[config.mk]
export PLATFORM = sky130hd
export DESIGN_NAME = telnet_line_statistics
export DESIGN_NICKNAME = d
export VERILOG_FILES = /design/src/hdl/tls_pkg.sv /design/src/hdl/telnet_line_statistics.sv /design/src/hdl/tls_regs.sv /design/src/hdl/tls_core.sv
export SDC_FILE = /design/constraint.sdc
export NUM_CORES = 1
export LEC_CHECK = 0
export BUFFER_PORTS_ARGS = -buffer_cell sky130_fd_sc_hd__buf_2
export CORE_MARGIN = 2
export CORE_UTILIZATION = 50
export CTS_BUF_LIST = sky130_fd_sc_hd__clkbuf_2 sky130_fd_sc_hd__clkbuf_4 sky130_fd_sc_hd__clkbuf_8
export DETAILED_ROUTE_END_ITERATION = 7
export PLACE_DENSITY = 0.8
export SYNTH_ARGS = -nofsm -noshare
export SYNTH_HDL_FRONTEND = slang
export SYNTH_SLANG_ARGS = --single-unit
[constraint.sdc]
create_clock -name clk -period 15.16 [get_ports clk]
set_input_delay 2.274 -clock clk [delete_from_list [all_inputs] [get_ports clk]]
set_output_delay 2.274 -clock clk [all_outputs]
set_load 0.1 [all_outputs]
[src/hdl/tls_pkg.sv]
// ----------------------------------------------------------------------------
// tls_pkg
// shared types, codes and helpers of the telnet line statistics block
// ----------------------------------------------------------------------------
package tls_pkg;

  localparam int LEN_BITS   = 16;
  localparam int COUNT_BITS = 32;

  localparam logic [7:0] IAC_CODE = 8'd255;
  localparam logic [7:0] NEG_LOW  = 8'd251;
  localparam logic [7:0] NEG_HIGH = 8'd254;
  localparam logic [7:0] CR_CODE  = 8'd13;
  localparam logic [7:0] LF_CODE  = 8'd10;

  localparam logic [LEN_BITS-1:0] LIMIT_RESET = 16'd80;

  // option parser modes
  localparam logic [1:0] MODE_NORMAL    = 2'd0;
  localparam logic [1:0] MODE_AFTER_IAC = 2'd1;
  localparam logic [1:0] MODE_SKIP      = 2'd2;

  // register indexes, decoded from paddr[2]
  localparam logic REG_DETECT_ENABLE     = 1'b0;
  localparam logic REG_NORMAL_LINE_LIMIT = 1'b1;

  typedef struct packed {
    logic                detect_enable;
    logic [LEN_BITS-1:0] normal_line_limit;
  } cfg_t;

  typedef struct packed {
    logic                  signature_seen;
    logic [LEN_BITS-1:0]   packet_length;
    logic [COUNT_BITS-1:0] byte_total;
    logic [COUNT_BITS-1:0] line_total;
    logic [COUNT_BITS-1:0] normal_line_total;
    logic [COUNT_BITS-1:0] ascii_total;
  } res_t;

  function automatic logic [LEN_BITS-1:0] sat_inc_len(input logic [LEN_BITS-1:0] v);
    return (v == '1) ? v : v + 1'b1;
  endfunction

  function automatic logic [COUNT_BITS-1:0] sat_inc_cnt(input logic [COUNT_BITS-1:0] v,
                                                        input logic inc);
    return (inc && v != '1) ? v + 1'b1 : v;
  endfunction

endpackage

[src/hdl/telnet_line_statistics.sv]
// ----------------------------------------------------------------------------
// telnet_line_statistics
// telnet signature flag and running line statistics over tcp payload bytes
// ----------------------------------------------------------------------------
// Takes one payload byte per clock with no gaps needed between packets. A
// byte passes an input register and is parsed from there, where the parser
// state and the four saturating totals update; the report of a packet is
// loaded into the output register on the cycle its last byte is parsed.
// The rate is one byte per cycle, set by the update of parser state and
// totals; input stalls only while a report sits in the output register and
// m_tready is low. Clearing detect_enable drops bytes without any report.
module telnet_line_statistics (
  input  logic          clk,
  input  logic          rst,
  input  logic          s_tvalid,
  output logic          s_tready,
  input  logic [7:0]    s_tdata,   // data_byte
  input  logic          s_tlast,   // packet_end
  output logic          m_tvalid,
  input  logic          m_tready,
  output logic [143:0]  m_tdata,   // packet_length, byte_total, line_total,
                                   // normal_line_total, ascii_total
  output logic [0:0]    m_tuser,   // signature_seen
  input  logic          psel,
  input  logic          penable,
  input  logic          pwrite,
  input  logic [2:0]    paddr,
  input  logic [31:0]   pwdata,
  output logic [31:0]   prdata,
  output logic          pready
);
  import tls_pkg::*;

  cfg_t       cfg;
  res_t       res;
  res_t       out_word;
  logic       in_valid;
  logic [7:0] in_byte;
  logic       in_last;
  logic       advance;
  logic       step;
  logic       res_valid;

  tls_regs u_regs (
    .clk     (clk),
    .rst     (rst),
    .psel    (psel),
    .penable (penable),
    .pwrite  (pwrite),
    .paddr   (paddr),
    .pwdata  (pwdata),
    .prdata  (prdata),
    .pready  (pready),
    .cfg     (cfg)
  );

  assign advance   = in_valid && (!m_tvalid || m_tready);
  assign s_tready  = !in_valid || advance;
  assign step      = advance && cfg.detect_enable;
  assign res_valid = step && in_last;

  always_ff @(posedge clk) begin
    if (rst) begin
      in_valid <= 1'b0;
    end else if (s_tready) begin
      in_valid <= s_tvalid;
    end
  end

  always_ff @(posedge clk) begin
    if (s_tvalid && s_tready) begin
      in_byte <= s_tdata;
      in_last <= s_tlast;
    end
  end

  tls_core u_core (
    .clk               (clk),
    .rst               (rst),
    .step              (step),
    .data_byte         (in_byte),
    .packet_end        (in_last),
    .normal_line_limit (cfg.normal_line_limit),
    .res               (res)
  );

  always_ff @(posedge clk) begin
    if (rst) begin
      m_tvalid <= 1'b0;
    end else if (res_valid) begin
      m_tvalid <= 1'b1;
    end else if (m_tready) begin
      m_tvalid <= 1'b0;
    end
  end

  always_ff @(posedge clk) begin
    if (res_valid) begin
      out_word <= res;
    end
  end

  assign m_tdata = {out_word.ascii_total, out_word.normal_line_total, out_word.line_total,
                    out_word.byte_total, out_word.packet_length};
  assign m_tuser = out_word.signature_seen;

endmodule

[src/hdl/tls_regs.sv]
// ----------------------------------------------------------------------------
// tls_regs
// apb configuration registers: detect enable and normal line limit
// ----------------------------------------------------------------------------
module tls_regs (
  input  logic               clk,
  input  logic               rst,
  input  logic               psel,
  input  logic               penable,
  input  logic               pwrite,
  input  logic [2:0]         paddr,
  input  logic [31:0]        pwdata,
  output logic [31:0]        prdata,
  output logic               pready,
  output tls_pkg::cfg_t      cfg
);
  import tls_pkg::*;

  logic wr;
  logic reg_sel;

  assign pready  = 1'b1;
  assign wr      = psel & penable & pwrite;
  assign reg_sel = paddr[2];

  always_ff @(posedge clk) begin
    if (rst) begin
      cfg.detect_enable     <= 1'b1;
      cfg.normal_line_limit <= LIMIT_RESET;
    end else if (wr) begin
      unique case (reg_sel)
        REG_DETECT_ENABLE:     cfg.detect_enable     <= pwdata[0];
        REG_NORMAL_LINE_LIMIT: cfg.normal_line_limit <= pwdata[LEN_BITS-1:0];
        default: ;
      endcase
    end
  end

  always_comb begin
    prdata = '0;
    unique case (reg_sel)
      REG_DETECT_ENABLE:     prdata = {31'd0, cfg.detect_enable};
      REG_NORMAL_LINE_LIMIT: prdata = {{(32-LEN_BITS){1'b0}}, cfg.normal_line_limit};
      default:               prdata = '0;
    endcase
  end

endmodule

[src/hdl/tls_core.sv]
// ----------------------------------------------------------------------------
// tls_core
// per-byte telnet parser, per-packet state and saturating running totals
// ----------------------------------------------------------------------------
module tls_core (
  input  logic                          clk,
  input  logic                          rst,
  input  logic                          step,
  input  logic [7:0]                    data_byte,
  input  logic                          packet_end,
  input  logic [tls_pkg::LEN_BITS-1:0]  normal_line_limit,
  output tls_pkg::res_t                 res
);
  import tls_pkg::*;

  logic [LEN_BITS-1:0]   byte_index;
  logic [1:0]            option_mode;
  logic [7:0]            previous_char;
  logic [LEN_BITS-1:0]   line_start;
  logic [LEN_BITS-1:0]   option_bytes;
  logic                  packet_suppressed;
  logic                  first_byte_iac;
  logic [COUNT_BITS-1:0] byte_count;
  logic [COUNT_BITS-1:0] line_count;
  logic [COUNT_BITS-1:0] normal_line_count;
  logic [COUNT_BITS-1:0] ascii_count;

  logic [1:0]            option_mode_next;
  logic [7:0]            previous_char_next;
  logic [LEN_BITS-1:0]   line_start_next;
  logic [LEN_BITS-1:0]   option_bytes_next;
  logic                  first_byte_iac_next;
  logic                  suppress_now;
  logic                  inc_byte, inc_line, inc_normal, inc_ascii;
  logic signed [LEN_BITS+1:0] line_len;
  logic                  line_normal;
  logic [COUNT_BITS-1:0] byte_count_next;
  logic [COUNT_BITS-1:0] line_count_next;
  logic [COUNT_BITS-1:0] normal_line_count_next;
  logic [COUNT_BITS-1:0] ascii_count_next;

  assign first_byte_iac_next = (byte_index == '0) ? (data_byte == IAC_CODE) : first_byte_iac;
  assign suppress_now = !packet_suppressed && (byte_index == LEN_BITS'(2))
                        && first_byte_iac_next && (option_mode == MODE_SKIP);

  assign line_len = $signed({2'b00, byte_index}) - $signed({2'b00, line_start})
                    - $signed({2'b00, option_bytes});
  assign line_normal = line_len[LEN_BITS+1]
                       || (line_len[LEN_BITS:0] <= {1'b0, normal_line_limit});

  always_comb begin
    option_mode_next   = option_mode;
    previous_char_next = previous_char;
    line_start_next    = line_start;
    option_bytes_next  = option_bytes;
    inc_byte   = 1'b0;
    inc_line   = 1'b0;
    inc_normal = 1'b0;
    inc_ascii  = 1'b0;
    if (!packet_suppressed && !suppress_now) begin
      unique case (option_mode)
        MODE_AFTER_IAC: begin
          option_mode_next = MODE_NORMAL;
          if (data_byte == IAC_CODE) begin
            inc_byte           = 1'b1;
            previous_char_next = data_byte;
          end else begin
            option_bytes_next = sat_inc_len(option_bytes);
            if (data_byte >= NEG_LOW && data_byte <= NEG_HIGH) begin
              option_mode_next = MODE_SKIP;
            end
          end
        end
        MODE_SKIP: begin
          option_bytes_next = sat_inc_len(option_bytes);
          option_mode_next  = MODE_NORMAL;
        end
        MODE_NORMAL: begin
          if (data_byte == LF_CODE && previous_char == CR_CODE) begin
            inc_byte           = 1'b1;
            previous_char_next = data_byte;
          end else if (data_byte == LF_CODE || data_byte == CR_CODE) begin
            inc_byte           = 1'b1;
            inc_line           = 1'b1;
            inc_normal         = line_normal;
            option_bytes_next  = '0;
            line_start_next    = byte_index;
            previous_char_next = data_byte;
          end else if (data_byte == IAC_CODE) begin
            option_bytes_next = sat_inc_len(option_bytes);
            option_mode_next  = MODE_AFTER_IAC;
          end else begin
            inc_byte           = 1'b1;
            inc_ascii          = (data_byte != 8'd0) && !data_byte[7];
            previous_char_next = data_byte;
          end
        end
        default: option_mode_next = MODE_NORMAL;
      endcase
    end
  end

  assign byte_count_next        = sat_inc_cnt(byte_count, inc_byte);
  assign line_count_next        = sat_inc_cnt(line_count, inc_line);
  assign normal_line_count_next = sat_inc_cnt(normal_line_count, inc_normal);
  assign ascii_count_next       = sat_inc_cnt(ascii_count, inc_ascii);

  assign res.signature_seen    = packet_suppressed | suppress_now;
  assign res.packet_length     = sat_inc_len(byte_index);
  assign res.byte_total        = byte_count_next;
  assign res.line_total        = line_count_next;
  assign res.normal_line_total = normal_line_count_next;
  assign res.ascii_total       = ascii_count_next;

  always_ff @(posedge clk) begin
    if (rst) begin
      byte_index        <= '0;
      option_mode       <= MODE_NORMAL;
      previous_char     <= '0;
      line_start        <= '0;
      option_bytes      <= '0;
      packet_suppressed <= 1'b0;
      first_byte_iac    <= 1'b0;
      byte_count        <= '0;
      line_count        <= '0;
      normal_line_count <= '0;
      ascii_count       <= '0;
    end else if (step) begin
      byte_count        <= byte_count_next;
      line_count        <= line_count_next;
      normal_line_count <= normal_line_count_next;
      ascii_count       <= ascii_count_next;
      if (packet_end) begin
        byte_index        <= '0;
        option_mode       <= MODE_NORMAL;
        previous_char     <= '0;
        line_start        <= '0;
        option_bytes      <= '0;
        packet_suppressed <= 1'b0;
        first_byte_iac    <= 1'b0;
      end else begin
        byte_index        <= sat_inc_len(byte_index);
        option_mode       <= option_mode_next;
        previous_char     <= previous_char_next;
        line_start        <= line_start_next;
        option_bytes      <= option_bytes_next;
        packet_suppressed <= packet_suppressed | suppress_now;
        first_byte_iac    <= first_byte_iac_next;
      end
    end
  end

endmodule
==> qor.yml <==
status:
  run_status: "finished, final reports clean"
place:
  dpl_worst_slack_ps: 8320
  dpl.hpwl_um: 28900
  place.gp.congestion: 0.873
  port_buffers: 195
synthesis:
  synth_flop_cell: "dfxtp_1"
  synth_top_cell_area_share_pct: 24.6
  syn_area_sq_um: 18800
  ys_seq_area_share_pct: 46.6
  synth-async-reset-ratio_pct: 0
  yosysMostFrequentCell: "nor2_1"
  yosysUniqueCellTypes: 69
  syn_inst: 2012
  synth_warnings: 0
  synth_edf_count: 154
  synth.largest_area_cell: "edfxtp_1"
  post_synth.cell_area_avg_sq_um: 9.35
  synth_commonest_cells: "260 x nor2_1, 207 x dfxtp_1, 162 x nand2_1"
  synth.area.top_cells: "edfxtp_1 25%, dfxtp_1 22%, xor2_1 5.7%"
  ys_ff_latch: 361
timing:
  finalMaxSlewViolations: 0
  min_period_ps: 6990
  worst_pin_slew_ps: 1190
  rsz0062_at_grt: "no"
  fin_ws_ps: 8170
  finClkSkew_ps: 31.4
  setup_violations: 0
  max_freq_ghz: 0.143
  max-slew-margin-rel_pct: 20.3
  period_share_pct: 46.1
  finalHoldViolations: 0
  tns_ps: 0
worst_setup_path:
  crit_type: "flop to flop"
  r2r-start: "u_core.byte_index[0]"
  crit_path_max_fanout: 16
  crit_slowest_cell: "nor3_2"
  max_stage_delay_ps: 880
  crit_path_start_kind: "flop"
  regToRegSetupSlack_ps: 8170
  cp.arrival_ps: 7360
  r2r-end: "m_tdata[105]"
  reg2reg_depth: 27
  end_kind: "flop"
  startpoint: "u_core.byte_index[0]"
  required_ps: 15530
  crit_end: "m_tdata[105]"
clocking:
  post_cts_buffers: 0
  ctsResizeCount: 0
  root_buffer: "clkbuf_8"
  cts_tree: "built"
  cts.path.max_buffers: 3
  worst_skew_pair.late_latency_ps: 640
  h-tree-depth: 2
  cts_sinks: 361
  numCtsBuffers: 58
  cts.reportedPaths.clkPinSlew_ps: 60
  hold_buffers: 0
floorplan:
  die-area_sq_um: 39200
  die_y_um: 198
  core_area_sq_um: 37400
  num_rows: 71
  io_pins: 231
  start_util_pct: 50.3
  die_w_um: 198
job:
  drv_cap: 0
pwr:
  p_leak_nw: 7.82
  ir_drop_uv: 64.2
  p_per_area_nw_per_um2: 101
finish:
  nFillCells: 3159
  nets: 2287
  area_growth_pct: 12.9
  drive_gt1_share_pct: 16.6
global_route:
  grt_pass1_wl_um: 68300
  overflow: 0
  grt_usage_pct: 21.3
  grt_pass1_vias: 14100
  antenna_found_initial: 0
  grt_max_degree: 129
route:
  wl_um: 42400
  antenna_left: 0
  drt_pass1_iterations: 7
  via_count: 14959
  viasPerCell: 5.47
  route.detailed.drc: 0
  drtIter0Drc: 1015
  wl_per_cell_um: 15.5
min_path:
  min_path_type: "flop to flop"
  holdCritStartpoint: "u_regs.cfg[15]"
## routing by layer
metal,share of wire (%),GRT usage (%)
met1,43,27.1
met2,48,35.3
met3,6.0,3.63
met4,3.3,10.4
met5,0,0
## power breakdown
| part | total (mW) | internal [mW] | switching, mW |
|---|---|---|---|
| clock network | 0.859 | 0.472 | 0.387 |
| logic | 0.249 | 0.0422 | 0.207 |
| registers | 1.04 | 1.03 | 0.0106 |
## metrics by stage
| step | cells | util [%] | power [mW] | area (sq um) | hold slack (ps) |
|---|---|---|---|---|---|
| 2_1_floorplan | 2027 | - | 1.27 | 18900 | 444 |
| 4_1_cts | 2736 | 56.8 | 2.17 | 21200 | 469 |
| 5_1_grt | 2736 | 56.8 | 2.23 | 21200 | 502 |
| 6_report | 2737 | 56.8 | 2.15 | 21200 | 473 |
| 3_3_place_gp | 2626 | 53.6 | 1.31 | 20000 | 455 |
| 3_5_place_dp | 2626 | 53.6 | 1.31 | 20000 | 461 |
## cell families after synthesis
kind of cell             synth area share (%)
AO/OA/AOI/OAI                            8.40
XOR/XNOR                                 11.3
adder cells (fa/ha/maj)                  4.14
buffers and inverters                    4.50
flip-flops                               46.6
multiplexers                             2.26
other                                  0.0399
AND/OR/NAND/NOR                          22.8
## worst min path at each step
| stage | slack, ps | depth (start not counted) | to |
|---|---|---|---|
| after floorplan | 440 | 2 | u_core.previous_char[2] |
| after global routing | 500 | 2 | u_regs.cfg[9] |
| after CTS | 470 | 2 | u_core.previous_char[2] |
| after global placement | 460 | 2 | u_core.previous_char[2] |
| after detailed placement | 460 | 2 | u_core.previous_char[2] |
| final | 470 | 2 | u_regs.cfg[15] |
## cell type report
| type | count | area, sq um | area share (%) |
|---|---|---|---|
| Clock buffer | 88 | 1080 | 5.08 |
| Clock inverter | 22 | 129 | 0.607 |
| Inverter | 82 | 315 | 1.48 |
| Sequential cell | 361 | 8770 | 41.3 |
| Tap cell | 511 | 639 | 3.01 |
| Antenna cell | 1 | 2.50 | 0.0118 |
| Timing Repair Buffer | 202 | 1030 | 4.87 |
| Multi-Input combinational cell | 1470 | 9270 | 43.7 |
## cells in the final DEF, fill, tap and decap left out, drive strengths merged, types with 11 or more instances in the layout
cell	synthesis	routed
nor2	260	260
dfxtp	207	207
buf	43	202
nand2	163	163
edfxtp	154	154
xor2	123	123
xnor2	119	119
clkbuf	71	88
a21oi	86	86
inv	82	82
nand3	79	79
nor3	76	76
o21ai	64	64
ha	59	59
nor4	49	49
nand4	44	44
nor2b	36	36
mux2	36	36
and3	34	34
or3	29	29
and2	27	27
a22oi	27	27
clkinv	0	19
conb	2	17
and4	16	16
nand3b	13	13
nand2b	11	11
## critical path: cells and delay by family, from the launching register on
| kind | cells | cell delay, ps |
|---|---|---|
| simple gates | 8 | 2250 |
| xor+xnor | 3 | 520 |
| compound gates | 11 | 1950 |
| flops | 1 | 470 |
| buf+inv | 1 | 160 |
| fa+ha+maj | 4 | 1350 |
## state kept, by name, indices dropped and copies added, names as in the netlist
name and flops:
m_tdata 144, u_core.ascii_count 32, u_core.byte_count 32, u_core.line_count 32, u_core.normal_line_count 32, u_regs.cfg 17
u_core.byte_index 16, u_core.line_start 16, u_core.option_bytes 16, in_byte 8, u_core.previous_char 8, u_core.option_mode 2
in_last 1, in_valid 1, m_tuser 1, m_tvalid 1, u_core.first_byte_iac 1, u_core.packet_suppressed 1
Power figures use the tool's default switching activity.
